File: src/psf_pkg.sv
package psf_pkg;

  // Frame layout and limits
  localparam logic [8:0] MIN_FRAME  = 9'd34;
  localparam logic [3:0] MIN_WORDS  = 4'd5;
  localparam logic [7:0] TYPE_HIGH  = 8'h08;
  localparam logic [7:0] TYPE_LOW   = 8'h00;
  localparam logic [7:0] PROTO_TCP  = 8'h06;
  localparam int unsigned TABLE_CAP = 1000;

  // Table search lanes: entries compared per cycle
  localparam int unsigned LANES  = 8;
  localparam int unsigned LANE_W = 3;

  // Verdict cause codes
  typedef enum logic [2:0] {
    CAUSE_NONE      = 3'd0,
    CAUSE_BLACKLIST = 3'd1,
    CAUSE_UNION     = 3'd2,
    CAUSE_SCRIPT    = 3'd3,
    CAUSE_SHELL     = 3'd4
  } cause_e;

  // Signature text: "UNION SELECT", "<script>", "; /bin/"
  localparam int unsigned SIG_NUM = 3;
  localparam logic [7:0] SIG_TEXT [SIG_NUM][12] = '{
    '{8'h55, 8'h4E, 8'h49, 8'h4F, 8'h4E, 8'h20, 8'h53, 8'h45, 8'h4C, 8'h45, 8'h43, 8'h54},
    '{8'h3C, 8'h73, 8'h63, 8'h72, 8'h69, 8'h70, 8'h74, 8'h3E, 8'h00, 8'h00, 8'h00, 8'h00},
    '{8'h3B, 8'h20, 8'h2F, 8'h62, 8'h69, 8'h6E, 8'h2F, 8'h00, 8'h00, 8'h00, 8'h00, 8'h00}
  };
  localparam logic [3:0] SIG_LEN [SIG_NUM] = '{4'd12, 4'd8, 4'd7};
  localparam logic [8:0] SIG_SPAN = 9'd12;

  // Header fields of the frame as of the current beat
  typedef struct packed {
    logic        ipv4;
    logic        tcp;
    logic [3:0]  ihl;
    logic [3:0]  doff;
    logic [2:0]  alive;
    logic [31:0] src;
    logic [8:0]  len;
  } hdr_t;

  // Control into the blacklist table
  typedef struct packed {
    logic start;
    logic record;
  } lk_ctl_t;

  // Status from the blacklist table
  typedef struct packed {
    logic busy;
    logic hit;
    logic room;
  } lk_stat_t;

endpackage

File: src/psf_parse.sv
module psf_parse (
  input  logic              clk_i,
  input  logic              rst_ni,
  input  logic              beat_i,
  input  logic [7:0]        byte_i,
  input  logic              last_i,
  output psf_pkg::hdr_t     hdr_o,
  output logic [31:0]       src_o,
  output logic              start_o
);

  localparam logic [7:0] POS_TYPE_HI = 8'd12;
  localparam logic [7:0] POS_TYPE_LO = 8'd13;
  localparam logic [7:0] POS_IHL     = 8'd14;
  localparam logic [7:0] POS_PROTO   = 8'd23;
  localparam logic [7:0] POS_SRC_LO  = 8'd26;
  localparam logic [7:0] POS_SRC_HI  = 8'd29;

  logic [7:0]  pos_q, pos_d;
  logic        type_hi_q, type_hi_d;
  logic        ipv4_q, ipv4_d;
  logic        tcp_q, tcp_d;
  logic [3:0]  ihl_q, ihl_d;
  logic [3:0]  doff_q, doff_d;
  logic [2:0]  alive_q, alive_d;
  logic [31:0] src_q, src_d;

  logic [8:0]  pos_w, tcp_start, off_pos, pay_start, pay_end;
  logic [3:0]  k;

  // Field capture and signature tracking for the current byte
  always_comb begin
    pos_w     = {1'b0, pos_q};
    type_hi_d = type_hi_q;
    ipv4_d    = ipv4_q;
    tcp_d     = tcp_q;
    ihl_d     = ihl_q;
    doff_d    = doff_q;
    alive_d   = alive_q;
    src_d     = src_q;

    if (pos_q == POS_TYPE_HI) type_hi_d = (byte_i == psf_pkg::TYPE_HIGH);
    if (pos_q == POS_TYPE_LO) ipv4_d = type_hi_q && (byte_i == psf_pkg::TYPE_LOW);
    if (pos_q == POS_IHL) ihl_d = byte_i[3:0];
    if (pos_q == POS_PROTO) tcp_d = (byte_i == psf_pkg::PROTO_TCP);
    if (pos_q >= POS_SRC_LO && pos_q <= POS_SRC_HI) src_d = {src_q[23:0], byte_i};

    tcp_start = 9'd14 + {3'b000, ihl_d, 2'b00};
    off_pos   = tcp_start + 9'd12;
    if (pos_w == off_pos) doff_d = byte_i[7:4];
    pay_start = tcp_start + {3'b000, doff_d, 2'b00};
    pay_end   = pay_start + psf_pkg::SIG_SPAN;
    k         = 4'(pos_w - pay_start);

    if (pos_w > off_pos && pos_w >= pay_start && pos_w < pay_end) begin
      for (int i = 0; i < psf_pkg::SIG_NUM; i++) begin
        if (k < psf_pkg::SIG_LEN[i] && byte_i != psf_pkg::SIG_TEXT[i][k]) begin
          alive_d[i] = 1'b0;
        end
      end
    end

    pos_d = (pos_q == 8'hFF) ? pos_q : pos_q + 8'd1;
  end

  // Frame state; cleared after the final beat
  always_ff @(posedge clk_i or negedge rst_ni) begin
    if (!rst_ni) begin
      pos_q     <= '0;
      type_hi_q <= 1'b0;
      ipv4_q    <= 1'b0;
      tcp_q     <= 1'b0;
      ihl_q     <= '0;
      doff_q    <= '0;
      alive_q   <= 3'b111;
      src_q     <= '0;
    end else if (beat_i) begin
      if (last_i) begin
        pos_q     <= '0;
        type_hi_q <= 1'b0;
        ipv4_q    <= 1'b0;
        tcp_q     <= 1'b0;
        ihl_q     <= '0;
        doff_q    <= '0;
        alive_q   <= 3'b111;
        src_q     <= '0;
      end else begin
        pos_q     <= pos_d;
        type_hi_q <= type_hi_d;
        ipv4_q    <= ipv4_d;
        tcp_q     <= tcp_d;
        ihl_q     <= ihl_d;
        doff_q    <= doff_d;
        alive_q   <= alive_d;
        src_q     <= src_d;
      end
    end
  end

  assign hdr_o.ipv4  = ipv4_d;
  assign hdr_o.tcp   = tcp_d;
  assign hdr_o.ihl   = ihl_d;
  assign hdr_o.doff  = doff_d;
  assign hdr_o.alive = alive_d;
  assign hdr_o.src   = src_d;
  assign hdr_o.len   = pos_w + 9'd1;

  assign src_o   = src_q;
  // Source address complete: kick off the table scan
  assign start_o = beat_i && !last_i && (pos_q == POS_SRC_HI);

endmodule

File: config.mk
export PLATFORM = sky130hd
export DESIGN_NAME = psf_parse
export DESIGN_NICKNAME = d
export VERILOG_FILES = /design/src/psf_pkg.sv /design/src/psf_parse.sv
export SDC_FILE = /design/constraint.sdc
export NUM_CORES = 1
export LEC_CHECK = 0
export BUFFER_PORTS_ARGS = -buffer_cell sky130_fd_sc_hd__buf_2
export CORE_UTILIZATION = 45
export CTS_CLUSTER_SIZE = 20
export DETAILED_ROUTE_END_ITERATION = 10
export MAX_ROUTING_LAYER = met4
export PLACE_DENSITY = 0.74
export SLEW_MARGIN = 20
export SYNTH_ARGS = -nofsm -noshare
export SYNTH_HDL_FRONTEND = slang
export SYNTH_SLANG_ARGS = --single-unit
File: constraint.sdc
create_clock -name clk_i -period 9.2 [get_ports clk_i]
set_clock_uncertainty 0.2 [all_clocks]
set_input_delay 1.38 -clock clk_i [delete_from_list [all_inputs] [get_ports clk_i]]
set_output_delay 1.38 -clock clk_i [all_outputs]
set_load 0.01 [all_outputs]
---- Word level (Yosys, flattened, before mapping) ----
Memory sizes are Yosys's and may differ from the RTL's.
Index checks and enable logic that the tools add are counted.
W data, S select, Z words.
operators by class
  $add $sub $neg .......................... 7
  mux-type cells .......................... 25
  order comparisons ....................... 9
  equality and inequality tests ........... 13
  bitwise operators ....................... 1
  reduce and logical (&&, ||, !) cells .... 14
operators by type and width
  cell                   count
  $mux W32               2
  $mux W8                8
  $eq A8 B4 Y1 const B   4
  $ne A8 B8 Y1           3
  $eq A8 B5 Y1 const B   2
  $mux W4                4
  $add A8 B1 Y9 const B  1
  $add A8 B4 Y9 const B  1
  $logic_and A1 B1 Y1    9
  $lt A8 B9 Y1           1
  $mux W1                9
  $add A7 B4 Y8 const B  1
  $add A7 B6 Y8          1
  $add A8 B1 Y8 const B  1
  $eq A8 B3 Y1 const B   1
  $eq A8 B8 Y1           1
  $eq A8 B8 Y1 const B   1
  $ge A8 B5 Y1 const B   1
  $ge A8 B8 Y1           1
  $gt A8 B8 Y1           1
  $le A8 B5 Y1 const B   1
  $logic_not A8 Y1       1
  $lt A4 B4 Y1 const B   2
  $add A4 B6 Y7 const A  1
  9 further kinds        11
storage, ports and cells
  flip-flop bits (word level) ............. 54
  logic and storage cells ................. 80
  memories ................................ 3
  bits in read-only memories .............. 384
memory list
  name             words  width  rd ports  clocked after Yosys merged registers in  write ports  RTL line         RTL
  (no name shown)  16     8      1         0                                        0            psf_parse.sv:57  if (k < psf_pkg::SIG_LEN[i] && byte_i != psf_pkg::SIG_TEXT[i][k]) begin
  (no name shown)  16     8      1         0                                        0            psf_parse.sv:57
  (no name shown)  16     8      1         0                                        0            psf_parse.sv:57

---- Logic depth before layout (Yosys ltp) ----
Gate-level depths: netlist of the first run.
  depth after elaboration ................. 17
  mapped depth ............................ 30
  depth with buffers taken out ............ 27

---- Least setup slack after synthesis of the first run ----
Ideal clock, no wire load.
  kind .................................... input -> output
  start ................................... in byte_i[0]
  end ..................................... out hdr_o[41] (netlist name)
  required time ........................... 7,620 ps
  data arrival time ....................... 6,703 ps
  setup slack ............................. 917 ps
  cell stages on the path ................. 22
  cell sequence ........................... clkbuf_1 -> mux2i_2 -> ha_1 -> clkbuf_1 -> nor4bb_1 -> a211o_1 -> a221oi_2 -> xnor2_1 -> ha_1 -> nand4_1 -> nor2_1 -> mux2_2 -> ha_1 -> fa_1 -> inv_1 -> ha_1 -> xnor2_1 -> mux2i_1 -> xnor2_1 -> nor4_1 -> nand4_1 -> a21boi_0
RTL lines
  what         RTL line        RTL
  from (decl)  psf_parse.sv:5  input logic [7:0] byte_i,
  to (decl)    psf_parse.sv:7  output psf_pkg::hdr_t hdr_o,

==> results of run 1 <==
## final cells by class
cell class                      instances  area, µm²  area share, %
Inverter                               20       75.1           1.51
Sequential cell                        54       1360           27.3
Clock inverter                          3       28.8          0.579
Timing Repair Buffer                  105        543           10.9
Tap cell                              129        161           3.25
Multi-Input combinational cell        338       2730           55.1
Clock buffer                            5       68.8           1.39
## routing by layer
layer | track usage [%] | wire (µm) | vias up
met5 | - | 0 | -
met4 | 8.94 | 240 | 0
met3 | 3.90 | 631 | 18
met2 | 39.0 | 5570 | 135
met1 | 31.9 | 5270 | 1869
li1 | - | - | 1807
## registers in the layout, indices dropped and copies added, names as in the netlist
signal	cells
doff_q	4
pos_q	8
ihl_q	4
ipv4_q	1
alive_q	3
src_o	32
type_hi_q	1
tcp_q	1
## cells by family after synthesis
logic type | count (synthesis) | share of synthesized area [%]
other cells | 1 | 0.0872
simple gates | 98 | 12.3
fa+ha+maj | 33 | 10.1
xor+xnor | 29 | 5.90
flops | 54 | 31.5
buf+inv | 58 | 5.64
mux | 48 | 12.6
compound gates | 129 | 21.9
## worst min-delay path: cells and delay by family (launching register included)
family,cells,cell delay (ns)
compound gates,1,0.08
flops,1,0.38
buf+inv,1,0.06
## through the flow
| stage | std cells | util (%) | power (µW) | cell area (µm²) | hold WS, ns |
|---|---|---|---|---|---|
| floorplan | 450 | - | 335 | 4300 | 0.269 |
| global placement | 646 | 52.4 | 364 | 4840 | 0.287 |
| detailed placement | 646 | 52.4 | 367 | 4840 | 0.297 |
| CTS | 654 | 53.4 | 514 | 4940 | 0.315 |
| global route | 654 | 53.7 | 540 | 4970 | 0.348 |
| finish | 654 | 53.7 | 513 | 4970 | 0.315 |
## report_power, final
group,total (µW),switching (µW),leakage (µW),internal (µW)
sequential,241,2.30,0.000742,239
combinational,124,78.8,0.00179,44.9
clock,148,91.0,0.0000506,57.2
total,513,172,0.00258,341
## layout by cell type, fill, tap and decap left out, types with 4 or more instances in the layout
master and instances:
sky130_fd_sc_hd__o211ai_1 4, sky130_fd_sc_hd__buf_2 98, sky130_fd_sc_hd__inv_1 18, sky130_fd_sc_hd__xor2_1 8, sky130_fd_sc_hd__nor2b_1 6, sky130_fd_sc_hd__a32o_1 4
sky130_fd_sc_hd__xnor2_1 19, sky130_fd_sc_hd__nand3_1 10, sky130_fd_sc_hd__o2bb2ai_1 4, sky130_fd_sc_hd__a21o_1 4, sky130_fd_sc_hd__a22o_1 39, sky130_fd_sc_hd__mux2_2 35
sky130_fd_sc_hd__buf_4 7, sky130_fd_sc_hd__o21ai_0 17, sky130_fd_sc_hd__nor2_1 20, sky130_fd_sc_hd__mux2i_1 11, sky130_fd_sc_hd__dfrtp_1 51, sky130_fd_sc_hd__a211oi_1 6
sky130_fd_sc_hd__a21oi_1 25, sky130_fd_sc_hd__nor3_1 7, sky130_fd_sc_hd__clkbuf_8 5, sky130_fd_sc_hd__ha_1 29, sky130_fd_sc_hd__nand2_1 23, sky130_fd_sc_hd__nand4_1 5
sky130_fd_sc_hd__nand2b_1 4
## path summary, 6_finish.rpt
kind / startpoint / endpoint / slack (ns) / depth (start not counted)
max: pos_q[0]$_DFFE_PN0P_ / hdr_o[42] / 0.53 / 27
min: alive_q[2]$_DFFE_PN1P_ / alive_q[2]$_DFFE_PN1P_ / 0.32 / 2
max reg2reg: pos_q[0]$_DFFE_PN0P_ / alive_q[1]$_DFFE_PN1P_ / 2.27 / 26
min reg2reg: alive_q[2]$_DFFE_PN1P_ / alive_q[2]$_DFFE_PN1P_ / 0.32 / 2
max in group asynchronous: rst_ni / pos_q[1]$_DFFE_PN0P_ / 7.36 / 2
min in group asynchronous: rst_ni / src_o[28]$_DFFE_PN0P_ / 0.98 / 2
==> results summary, run 1 <==
By area the synthesized netlist is led by sky130_fd_sc_hd__dfrtp_1 (30%), sky130_fd_sc_hd__mux2_2 (9.2%), sky130_fd_sc_hd__ha_1 (8.7%). The HPWL reported at the end of detailed placement came out at 8.45 mm. The TritonCTS clock tree is yes. The count of pins over their slew limit is 0. The insertion delay to the later sink of the worst-skew pair is about 0.32 ns.

The starting utilization of the core area is 46.6%. The number of nets with antenna violations after routing came out at 0. The time the worst path needs with I/O delays and setup is 8.67 ns. The number of warnings printed during yosys synthesis came out at 0.

In this run, the number of DRC markers left after iteration 0 of detailed routing was 208. Counting the buffers created by CTS gives 5. The first global-routing pass estimated between 15 and 20 mm of wire. The initial antenna violation count is 0.

Setup repair after global routing left no endpoint under its margin. The largest net degree at the start of global routing came out at 55. The final routed DRC violation total is 0. The transition time at the pin with the least slew margin came out at around 1.0 ns. The critical path buffer and inverter count came out at 3. The portion of the post-synthesis area used by sequential elements came out at about a third. The total global routing track utilization is between 20% and 30%. The maximum level of the CTS H-tree is 2. At the end of the flow, the number of nets in the layout was 569. The post-cts repair resize count came out at 0. In this run the static leakage power is approximately 0.0026 µW.

The total power density per cell area came out at approximately 100 mW/mm². The via count of the first global-routing pass is between 3000 and 4000. Counting flops with a built-in enable in the synthesized netlist gives 0. The total negative slack came out at 0 ns. The slowest stage of the critical path belongs to the cell sky130_fd_sc_hd__dfrtp_1.

Once routing completed, OpenROAD measured the worst setup slack at about 0.53 ns. The detail-routed via count per cell came out at just under 6. Synthesis produced 450 cells. The commonest cells after synthesis are sky130_fd_sc_hd__dfrtp_1 (51), sky130_fd_sc_hd__a22o_1 (39), sky130_fd_sc_hd__mux2_2 (35). The maximum buffer depth of the clock tree came out at 2.

The distinct cell type count after synthesis came out at 64. The clock input transition at the sequential cells of the worst setup and hold paths came out at ~0.11 ns. The number of failing hold endpoints at the final stage was 0.

STA classifies the critical path startpoint as a flip-flop. The clock sink total is between 50 and 60. The largest fanout on the critical path is 11. The die span in y came out at about 100 µm. The congestion estimate from routability-driven global placement came to 1.01.

The largest total area in the synthesized netlist belongs to sky130_fd_sc_hd__dfrtp_1. The leftover overflow at the end of global routing is 0. The aggregate routed wire length came out at roughly 12 mm. The count of hold-fix buffers inserted at cts is 0. The total number of vias is between 3000 and 4000. The number of top-level pins is slightly below 100. The number of buffers added for setup after CTS came out at 0. The detailed-router iteration count before antenna repair came out at 4.

The critical path arrival is ~7 ns. The kind of cell with the highest combined delay along the critical path is adder cells. The area enclosed by the die boundary came out at about 0.010 mm². The peak per-stage delay on the critical path came out at between 0.5 and 0.6 ns. The horizontal extent of the die is approximately 100 µm. The most used cell along the critical path is sky130_fd_sc_hd__ha_1.

The data required time at the worst endpoint is about 7.6 ns. The area of the mapped netlist came out at about 0.0043 mm². After synthesis, the mean cell area works out to between 9 and 10 µm².

After filler insertion, the fill cell instance count of the layout stands at 851. The maximum vdd ir drop is between 50 and 60 µV. After floorplanning, the core was divided into 35 placement rows. The most used flip-flop cell after synthesis is sky130_fd_sc_hd__dfrtp_1. The count of endpoints failing setup in the final report came out at 0.

The share of final-layout standard cells stronger than drive strength 1 came out at 31.6%. The placement-stage worst setup slack came out at roughly 0.47 ns. Synthesis produced a netlist with a net count of ~500. The min-delay analysis places its worst path in the category flip-flop to flip-flop. Clock tree synthesis selected as its root buffer the cell sky130_fd_sc_hd__clkbuf_8. The count of max-cap constraint violations came out at 0. The run finished with clean final reports. The detail-routed net length per standard cell is ~18 µm.

The number of port buffers is between 90 and 100. The fraction of registers with async set/reset is 100%. The most instantiated library cell after synthesis is sky130_fd_sc_hd__dfrtp_1.

The antenna diode count came out at 0. Synthesis inferred 54 register bits. The share of Yosys cell area claimed by the top area cell type came out at 29.7%. The achievable clock frequency is roughly 120 MHz. The critical path capture point type is an output pin. From synthesis to final layout, the design area changed by 15.4%.

The core region is 0.00924 mm². The worst slew margin relative to its limit came out at between 30% and 40%. The critical setup path kind is flip-flop to output pin. The fraction of the cycle the final worst path needs is between 90% and 100%.
(Power assumes the default switching activity.)
==> run 2, diff against run 1 <==
--- a/config.mk
+++ b/config.mk
@@ -5,12 +5,13 @@
 export SDC_FILE = /design/constraint.sdc
 export NUM_CORES = 1
 export LEC_CHECK = 0
+export ABC_AREA = 1
 export BUFFER_PORTS_ARGS = -buffer_cell sky130_fd_sc_hd__buf_2
 export CORE_UTILIZATION = 45
 export CTS_CLUSTER_SIZE = 20
 export DETAILED_ROUTE_END_ITERATION = 10
 export MAX_ROUTING_LAYER = met4
-export PLACE_DENSITY = 0.74
+export PLACE_DENSITY = 0.73
 export SLEW_MARGIN = 20
 export SYNTH_ARGS = -nofsm -noshare
 export SYNTH_HDL_FRONTEND = slang
==> run 2 against run 1 <==
  * Worst setup slack better by 0.36 ns
  * Largest cell class unchanged
  * Critical path depth is 7 higher
  * Sequential power is 2% higher
  * Die area is 2.6% higher
  * Count of clock-buffer cells in the layout is 1 higher
  * Total power is 1.7% higher
  * Routed wire length is 6.4% higher
  * Via count is 19% higher
  * Synthesized cell count is 45% higher
  * First-iteration DRC count is 5.8% higher
==> results summary, run 2 <==
The critical path arrival came out at roughly 6.7 ns. The total number of vias is ~4500. The synthesized-area fraction occupied by xor and xnor cells came out at around 2.2%. The largest fanout on the critical path is 9. The antenna diode count came out at 0. The portion of the post-synthesis area used by sequential elements is 30.7%. The cell count after synthesis came out at 654. The flow ran to the end, and the final reports show no timing, DRC or antenna violations. The number of warnings printed during yosys synthesis is 0. The count of endpoints failing setup in the final report came out at 0. The cell at the slowest stage of the critical path is sky130_fd_sc_hd__fa_1. By area the synthesized netlist is led by sky130_fd_sc_hd__dfrtp_1 (29%), sky130_fd_sc_hd__nand2_1 (15%), sky130_fd_sc_hd__inv_1 (11%). The first-pass GRT wire length is between 15 and 20 mm. STA classifies the critical path endpoint as an output pin.

After synthesis, the largest area contributor takes up about 29% of total cell area. Leaving out fill and tap cells, the most frequent cells in the layout are sky130_fd_sc_hd__nand2_1 (175), sky130_fd_sc_hd__inv_1 (128), sky130_fd_sc_hd__buf_2 (98), sky130_fd_sc_hd__o21ai_0 (56), sky130_fd_sc_hd__dfrtp_1 (51). The portion of total power attributed to the clock network came out at 29.2%. The fraction of registers with async set/reset is between 90% and 100%.

The synthesized netlist occupies a cell area of around 0.0044 mm². The library cell used most frequently in the layout, excluding fill and tap cells, is sky130_fd_sc_hd__nand2_1. The clock input transition at the sequential cells of the worst setup and hold paths is approximately 0.11 ns. The flip-flop count of the largest register after layout is 32.

Data on the critical path is required at its endpoint by approximately 7.6 ns. The utilization after layout is between 50% and 60%. The final routed DRC violation total came out at 0.

After synthesis, the most frequently instantiated cells are sky130_fd_sc_hd__nand2_1 (175), sky130_fd_sc_hd__inv_1 (128), sky130_fd_sc_hd__o21ai_0 (56). The critical setup path kind is flip-flop to output pin. The aggregate routed wire length is roughly 12 mm.

The total negative slack is 0 ns. The leftover overflow at the end of global routing is 0. The cell that appears most often on the critical path is sky130_fd_sc_hd__nand2_1. The horizontal extent of the die came out at between 100 and 150 µm. The worst slew margin relative to its limit is 33.7%. The count of max-cap constraint violations came out at 0. The peak per-stage delay on the critical path came out at around 0.52 ns. The transition time at the pin with the least slew margin is a little under 1 ns. The number of top-level pins came out at 99. The fraction of met3 tracks used by global routing is under 10%. The post-synthesis sequential element count came out at 54.

STA classifies the critical path startpoint as a flip-flop. The detailed router finished its first iteration with 220 violations. Buffers placed on the I/O ports in this run total 98. The achievable clock frequency came out at 120 MHz.

The initial antenna violation count is 0. At the end of routability-driven placement, the weighted congestion stood at 1.01. The number of synthesized flops with an enable pin is 0.

The worst-case IR drop observed on VDD is 64.7 µV. For this design, the CTS-stage hold fixing added 0 buffers. The via count of the first global-routing pass is ~4200. TritonCTS built the clock tree.

The post-cts repair resize count came out at 0. The share of synthesized cell area in and, or, nand and nor gates is between 20% and 30%. The synthesized netlist devotes between 10% and 20% of its cell area to compound gates.

The clock sink total is 54. The area growth from synthesis to final layout is 14.9%. Averaged over all synthesized cells, the footprint is just under 7 µm². The core box area is ~0.0094 mm². The share of final-layout standard cells stronger than drive strength 1 is 17.5%. The routing usage on met1 came out at between 30% and 40%. The maximum buffer depth of the clock tree came out at 2. The number of failing hold endpoints at the final stage was 0.

The combinational fraction of design power came out at about a quarter. The layer with the highest usage after global routing is met2. The cell-internal power is about 340 µW.

The detailed-router iteration count before antenna repair is 5. The tree is rooted in a sky130_fd_sc_hd__clkbuf_8. The die span in y is ~100 µm. TritonCTS created 5 clock buffers. The switching component of the power came out at ~180 µW. The final-stage net count came out at a little under 800. Registers are responsible for about 47% of the overall power.

After detailed routing, the average wire length per cell comes to between 10 and 15 µm. When the netlist entered floorplanning its net count stood at roughly 700. The global routing met2 resource utilization is between 40% and 50%. The fraction of the cycle the final worst path needs is about nine tenths.

The HPWL reported at the end of detailed placement is roughly 9.4 mm. The area enclosed by the die boundary came out at about 0.010 mm². In this run the number of H-tree levels came out at 2.

The class of the tightest hold or removal check is flip-flop to flip-flop. The number of buffers added for setup after CTS is 0. The leakage power total came out at about 0.0033 µW.

The row count is 35. The synthesized design spends more area on one cell type than any other, namely sky130_fd_sc_hd__dfrtp_1. The time the worst path needs with I/O delays and setup came out at 8.31 ns. The mux cell area share after synthesis is 0%. For this run, the leading register cell type out of synthesis is sky130_fd_sc_hd__dfrtp_1.

The count of pins over their slew limit is 0. The starting utilization of the core area is 47.1%. The synthesized netlist devotes 9.86% of its cell area to adder and majority cells.

The switching part of the total is between 30% and 40%. The detail-routed via count per cell is roughly 5.2. Clock latency on the worst-skew pair, taken at its later pin, is approximately 0.32 ns.

The largest net degree at the start of global routing came out at 65. The total power density per cell area came out at 103 mW/mm². sky130_fd_sc_hd__nand2_1 is the most common cell in the netlist. Setup repair after global routing left no endpoint under its margin.

The filler cells instantiated in the layout total around 980. The number of nets with antenna violations after routing is 0. By area, the combinational part of the netlist is dominated by simple AND/OR/NAND/NOR gates. The distinct cell type count after synthesis came out at 37.

Global routing used around 25% of the available tracks.
-- run 2: cell count changes after synthesis, sizes merged, moves of 13 or more --
cell    delta
a21oi     -13
a22o      -39
clkbuf    -14
inv      +111
mux2      -35
mux2i     -13
nand2    +158
nand3     +32
o21ai     +43
o22ai     +41
xnor2     -18
-- run 2: worst paths after layout --
path | from | endpoint | slack (ns) | cells past startpoint
worst max-delay path | pos_q[0]$_DFFE_PN0P_ | hdr_o[43] | 0.89 | 34
worst min-delay path | alive_q[1]$_DFFE_PN1P_ | alive_q[1]$_DFFE_PN1P_ | 0.30 | 2
worst max register to register | pos_q[0]$_DFFE_PN0P_ | alive_q[2]$_DFFE_PN1P_ | 2.63 | 33
worst min register to register | alive_q[1]$_DFFE_PN1P_ | alive_q[1]$_DFFE_PN1P_ | 0.30 | 2
max in group asynchronous | rst_ni | pos_q[1]$_DFFE_PN0P_ | 7.34 | 2
min in group asynchronous | rst_ni | src_o[31]$_DFFE_PN0P_ | 0.98 | 2
-- run 2: final cells by class --
class | instances | area (µm²) | share of cell area [%]
multi-input combinational | 444 | 2450 | 48.4
clock inverter | 2 | 16.3 | 0.321
clock buffer | 6 | 82.6 | 1.63
inverter | 132 | 495 | 9.77
sequential | 54 | 1360 | 26.7
tap | 129 | 161 | 3.18
timing repair buffer | 100 | 505 | 9.97
-- run 2: logic make-up after synthesis --
kind of cell,count (synthesis)
AND/OR/NAND/NOR,276
buffers and inverters,156
AO/OA/AOI/OAI,123
flip-flops,54
adder cells (fa/ha/maj),33
XOR/XNOR,11
other,1
-- run 2: through the flow --
stage	area [µm²]	setup WS (ns)	total power, µW	instances	hold slack (ns)
finish	5070	0.887	522	867	0.298
global route	5070	0.209	550	867	0.315
CTS	5070	0.974	524	867	0.303
detailed placement	4970	1.20	371	859	0.284
global placement	4970	1.34	371	859	0.273
floorplan	4410	1.81	336	654	0.254
-- run 2: routing by layer --
metal | up-vias | part of all wire [%]
li1 | 2272 | -
met1 | 2086 | 45
met2 | 164 | 47
met3 | 23 | 6.1
met4 | 0 | 2.0
met5 | - | 0
-- run 2: critical path: cells and delay by family (launching register included) --
kind | cells | cell delay, ns
flops | 1 | 0.51
simple gates | 16 | 2.46
compound gates | 5 | 0.82
buf+inv | 6 | 0.69
fa+ha+maj | 7 | 1.94
-- run 2: power by group through the flow --
| stage | sequential [µW] | clock, µW | combinational [µW] |
|---|---|---|---|
| 2_1_floorplan | 248 | 0 | 88.2 |
| 3_3_place_gp | 249 | 0 | 122 |
| 3_5_place_dp | 249 | 0 | 122 |
| 4_1_cts | 245 | 156 | 123 |
| 5_1_grt | 246 | 162 | 143 |
| 6_report | 245 | 152 | 124 |
==> run 3, diff against run 2 <==
--- a/config.mk
+++ b/config.mk
@@ -5,13 +5,12 @@
 export SDC_FILE = /design/constraint.sdc
 export NUM_CORES = 1
 export LEC_CHECK = 0
-export ABC_AREA = 1
 export BUFFER_PORTS_ARGS = -buffer_cell sky130_fd_sc_hd__buf_2
-export CORE_UTILIZATION = 45
+export CORE_UTILIZATION = 40
 export CTS_CLUSTER_SIZE = 20
 export DETAILED_ROUTE_END_ITERATION = 10
 export MAX_ROUTING_LAYER = met4
-export PLACE_DENSITY = 0.73
+export PLACE_DENSITY = 0.67
 export SLEW_MARGIN = 20
 export SYNTH_ARGS = -nofsm -noshare
 export SYNTH_HDL_FRONTEND = slang
==> run 3 against run 2 <==
  * Largest power group unchanged
  * Routed wire length down 6.6%
  * Die area is 9.4% higher
  * First-iteration DRC count up 29%
  * Highest routed layer unchanged
==> results summary, run 3 (same netlist as run 1, synthesis figures left out) <==
The flow ran to the end, and the final reports show no timing, DRC or antenna violations. The number of nets with antenna violations after routing came out at 0. The startpoint identified for the worst register-to-register timing path is pos_q[0]$_DFFE_PN0P_. The number of top-level pins came out at between 90 and 100.

The cell area after placement came out at slightly below 0.005 mm². The worst hold path belongs to the class flip-flop to flip-flop. The critical path arrival came out at 7.11 ns. The transition time at the pin with the least slew margin came out at roughly 1.0 ns. The leftover overflow at the end of global routing is 0. The detail-routed net length per standard cell came out at ~18 µm. The maximum level of the CTS H-tree is 2.

The switching component of the power is about 170 µW. The horizontal extent of the die is about 110 µm. The number of cells on the worst reg-to-reg path came out at 25.

The number of port buffers came out at 98. For the worst setup path, the data required time is 7.62 ns. The clock input transition at the sequential cells of the worst setup and hold paths came out at approximately 0.11 ns.

In the final design database the tool counted 570 nets. The via count of the first global-routing pass was between 3000 and 4000. The count of pins over their slew limit is 0.

Cell internal power was estimated by the tool at 342 µW. The number of buffers added by the clock tree synthesis step came out at 5. The startpoint of the most critical hold path is alive_q[2]$_DFFE_PN1P_. Along the worst path, the maximum fanout reaches 11. After detailed routing, the number of vias per cell comes to roughly 5.7. The combinational fraction of design power came out at 23.6%.

The worst register-to-register path ends at alive_q[1]$_DFFE_PN1P_. The switching part of the total came out at 33.4%. The insertion delay to the later sink of the worst-skew pair is approximately 0.32 ns. The area enclosed by the die boundary is approximately 0.011 mm². After clock tree synthesis, the setup repair step added 0 buffers.

The number of failing hold endpoints at the final stage is 0. The largest net degree at the start of global routing is 55. The initial antenna violation count is 0. The placer congestion estimate is 0.913. The starting utilization of the core area is about two fifths. In this run the vertical extent of the chip is between 100 and 150 µm.

For hold timing, the worst endpoint is alive_q[2]$_DFFE_PN1P_. The worst setup path is captured at an output pin. The core box area came out at slightly above 0.01 mm². Dividing total power by cell area gives a power density of 103 mW/mm². The finished layout cell area came out at between 0.004 and 0.005 mm². The count of max-cap constraint violations came out at 0. Based on the critical path, the design can be clocked at up to approximately 120 MHz.

The total negative slack is 0 ns. The worst slew margin relative to its limit came out at about a third. The HPWL reported at the end of detailed placement is 8.27 mm. VDD sags by at most ~63 µV. The leakage power total came out at 0.00259 µW. The total number of vias came out at about 3800. The count of endpoints failing setup in the final report came out at 0. In the routed design, unresolved DRC markers number 0. The worst setup path is launched from a flip-flop.

The clock sink total is 54. The fraction of the cycle the final worst path needs is 94.4%. The number of DRC markers in iteration 0 came out at 283. The slack of the worst reg-to-reg path is approximately 2.3 ns.

The total global routing track utilization came out at a little over a fifth. The maximum buffer depth of the clock tree came out at 2. Relative to the synthesized area, the layout overhead comes to 15.5%. The root buffer cell chosen for the clock tree is sky130_fd_sc_hd__clkbuf_8.

Leaving out fill and tap cells, the most frequent cell in the layout is sky130_fd_sc_hd__buf_2. The row count came out at 37. Setup repair after global routing left no endpoint under its margin. The flip-flop count of the largest register after layout is 32. Of the cells placed in the final design, the portion with a size suffix greater than 1 is 31.4%. The first-pass GRT wire length came out at 18.9 mm. The detailed-router iteration count before antenna repair came out at 4. The top cell types in the final layout, fill and taps aside, are sky130_fd_sc_hd__buf_2 (98), sky130_fd_sc_hd__dfrtp_1 (51), sky130_fd_sc_hd__a22o_1 (39), sky130_fd_sc_hd__mux2_2 (35), sky130_fd_sc_hd__ha_1 (29).

TritonCTS built the clock tree. For this block, the routed nets add up to approximately 12 mm of wire. The portion of total power attributed to the clock network came out at about 29%. The number of fillers in the final layout came out at about 1000. The critical path is of the flip-flop to output pin type.

The time the worst path needs with I/O delays and setup came out at between 8 and 9 ns. The sequential share of power came out at 47.3%. The worst hold path passes through 2 cells. The repair_antennas step left the layout with diodes totalling 0.
run 3: cell count changes in the layout (fill, tap and decap cells not counted), moves of 32 or more:
| cell | delta |
|---|---|
| sky130_fd_sc_hd__a22o_1 | +39 |
| sky130_fd_sc_hd__inv_1 | -110 |
| sky130_fd_sc_hd__mux2_2 | +35 |
| sky130_fd_sc_hd__nand2_1 | -152 |
| sky130_fd_sc_hd__nand3_1 | -32 |
| sky130_fd_sc_hd__o21ai_0 | -39 |
| sky130_fd_sc_hd__o22ai_1 | -41 |
run 3: timing repair:
item | in CTS | in global routing
resized for setup | 0 | 3
setup endpoints to repair | 0 | 3
hold buffers | 0 | 0
run 3: metrics by stage:
stage	utilization (%)	total power (µW)	instances	hold WS (ns)	worst slack (ns)
global placement	46.8	365	654	0.290	0.788
floorplan	-	335	450	0.269	0.917
CTS	47.8	520	662	0.310	0.219
global route	47.9	544	662	0.347	0.0131
finish	47.9	513	662	0.315	0.512
detailed placement	46.8	367	654	0.293	0.600
run 3: power groups by stage:
stage / clock network [µW] / logic (µW) / registers [µW]
after global routing: 167 / 133 / 243
after detailed placement: 0 / 120 / 247
after floorplan: 0 / 88.9 / 246
after CTS: 157 / 121 / 243
final: 149 / 121 / 243
after global placement: 0 / 118 / 247
run 3: cell type report:
cell class | count | area (µm²) | area share [%]
sequential | 54 | 1360 | 27.3
timing repair buffer | 106 | 551 | 11.1
multi-input combinational | 338 | 2720 | 54.7
clock inverter | 3 | 28.8 | 0.579
inverter | 20 | 75.1 | 1.51
clock buffer | 5 | 68.8 | 1.39
tap | 136 | 170 | 3.43
run 3: critical path, stage by stage (launching register included):
cell and delay [ns]:
sky130_fd_sc_hd__dfrtp_1 0.53, sky130_fd_sc_hd__inv_1 0.20, sky130_fd_sc_hd__ha_2 0.36, sky130_fd_sc_hd__nand3_4 0.21
sky130_fd_sc_hd__mux2i_2 0.21, sky130_fd_sc_hd__buf_4 0.20, sky130_fd_sc_hd__ha_1 0.36, sky130_fd_sc_hd__nor4bb_1 0.11
sky130_fd_sc_hd__a211o_1 0.29, sky130_fd_sc_hd__a221oi_2 0.23, sky130_fd_sc_hd__xnor2_1 0.09, sky130_fd_sc_hd__ha_1 0.31
sky130_fd_sc_hd__nand4_1 0.12, sky130_fd_sc_hd__nor2_1 0.39, sky130_fd_sc_hd__mux2_2 0.44, sky130_fd_sc_hd__ha_1 0.22
sky130_fd_sc_hd__fa_1 0.48, sky130_fd_sc_hd__inv_1 0.07, sky130_fd_sc_hd__ha_1 0.21, sky130_fd_sc_hd__nor3_1 0.23
sky130_fd_sc_hd__xor2_1 0.19, sky130_fd_sc_hd__ha_1 0.25, sky130_fd_sc_hd__o211ai_1 0.18, sky130_fd_sc_hd__nand4b_1 0.31
sky130_fd_sc_hd__a211oi_1 0.34, sky130_fd_sc_hd__nor2b_1 0.08, sky130_fd_sc_hd__buf_2 0.14
run 3: worst max path at each step:
stage / start / depth (start not counted) / slack, ns / endpoint
final: pos_q[0]$_DFFE_PN0P_ / 26 / 0.51 / hdr_o[42]
after global routing: pos_q[0]$_DFFE_PN0P_ / 27 / 0.01 / hdr_o[42]
after CTS: pos_q[0]$_DFFE_PN0P_ / 24 / 0.22 / hdr_o[42]
after detailed placement: byte_i[0] / 22 / 0.60 / hdr_o[42]
after global placement: byte_i[0] / 22 / 0.79 / hdr_o[42]
after floorplan: byte_i[0] / 22 / 0.92 / hdr_o[41]
run 3: metal layers:
metal	GRT usage (%)	vias to the layer above	routed length, µm
li1	-	1803	-
met1	28.0	1835	5180
met2	35.3	148	5560
met3	3.28	19	674
met4	7.44	0	218
met5	-	-	0
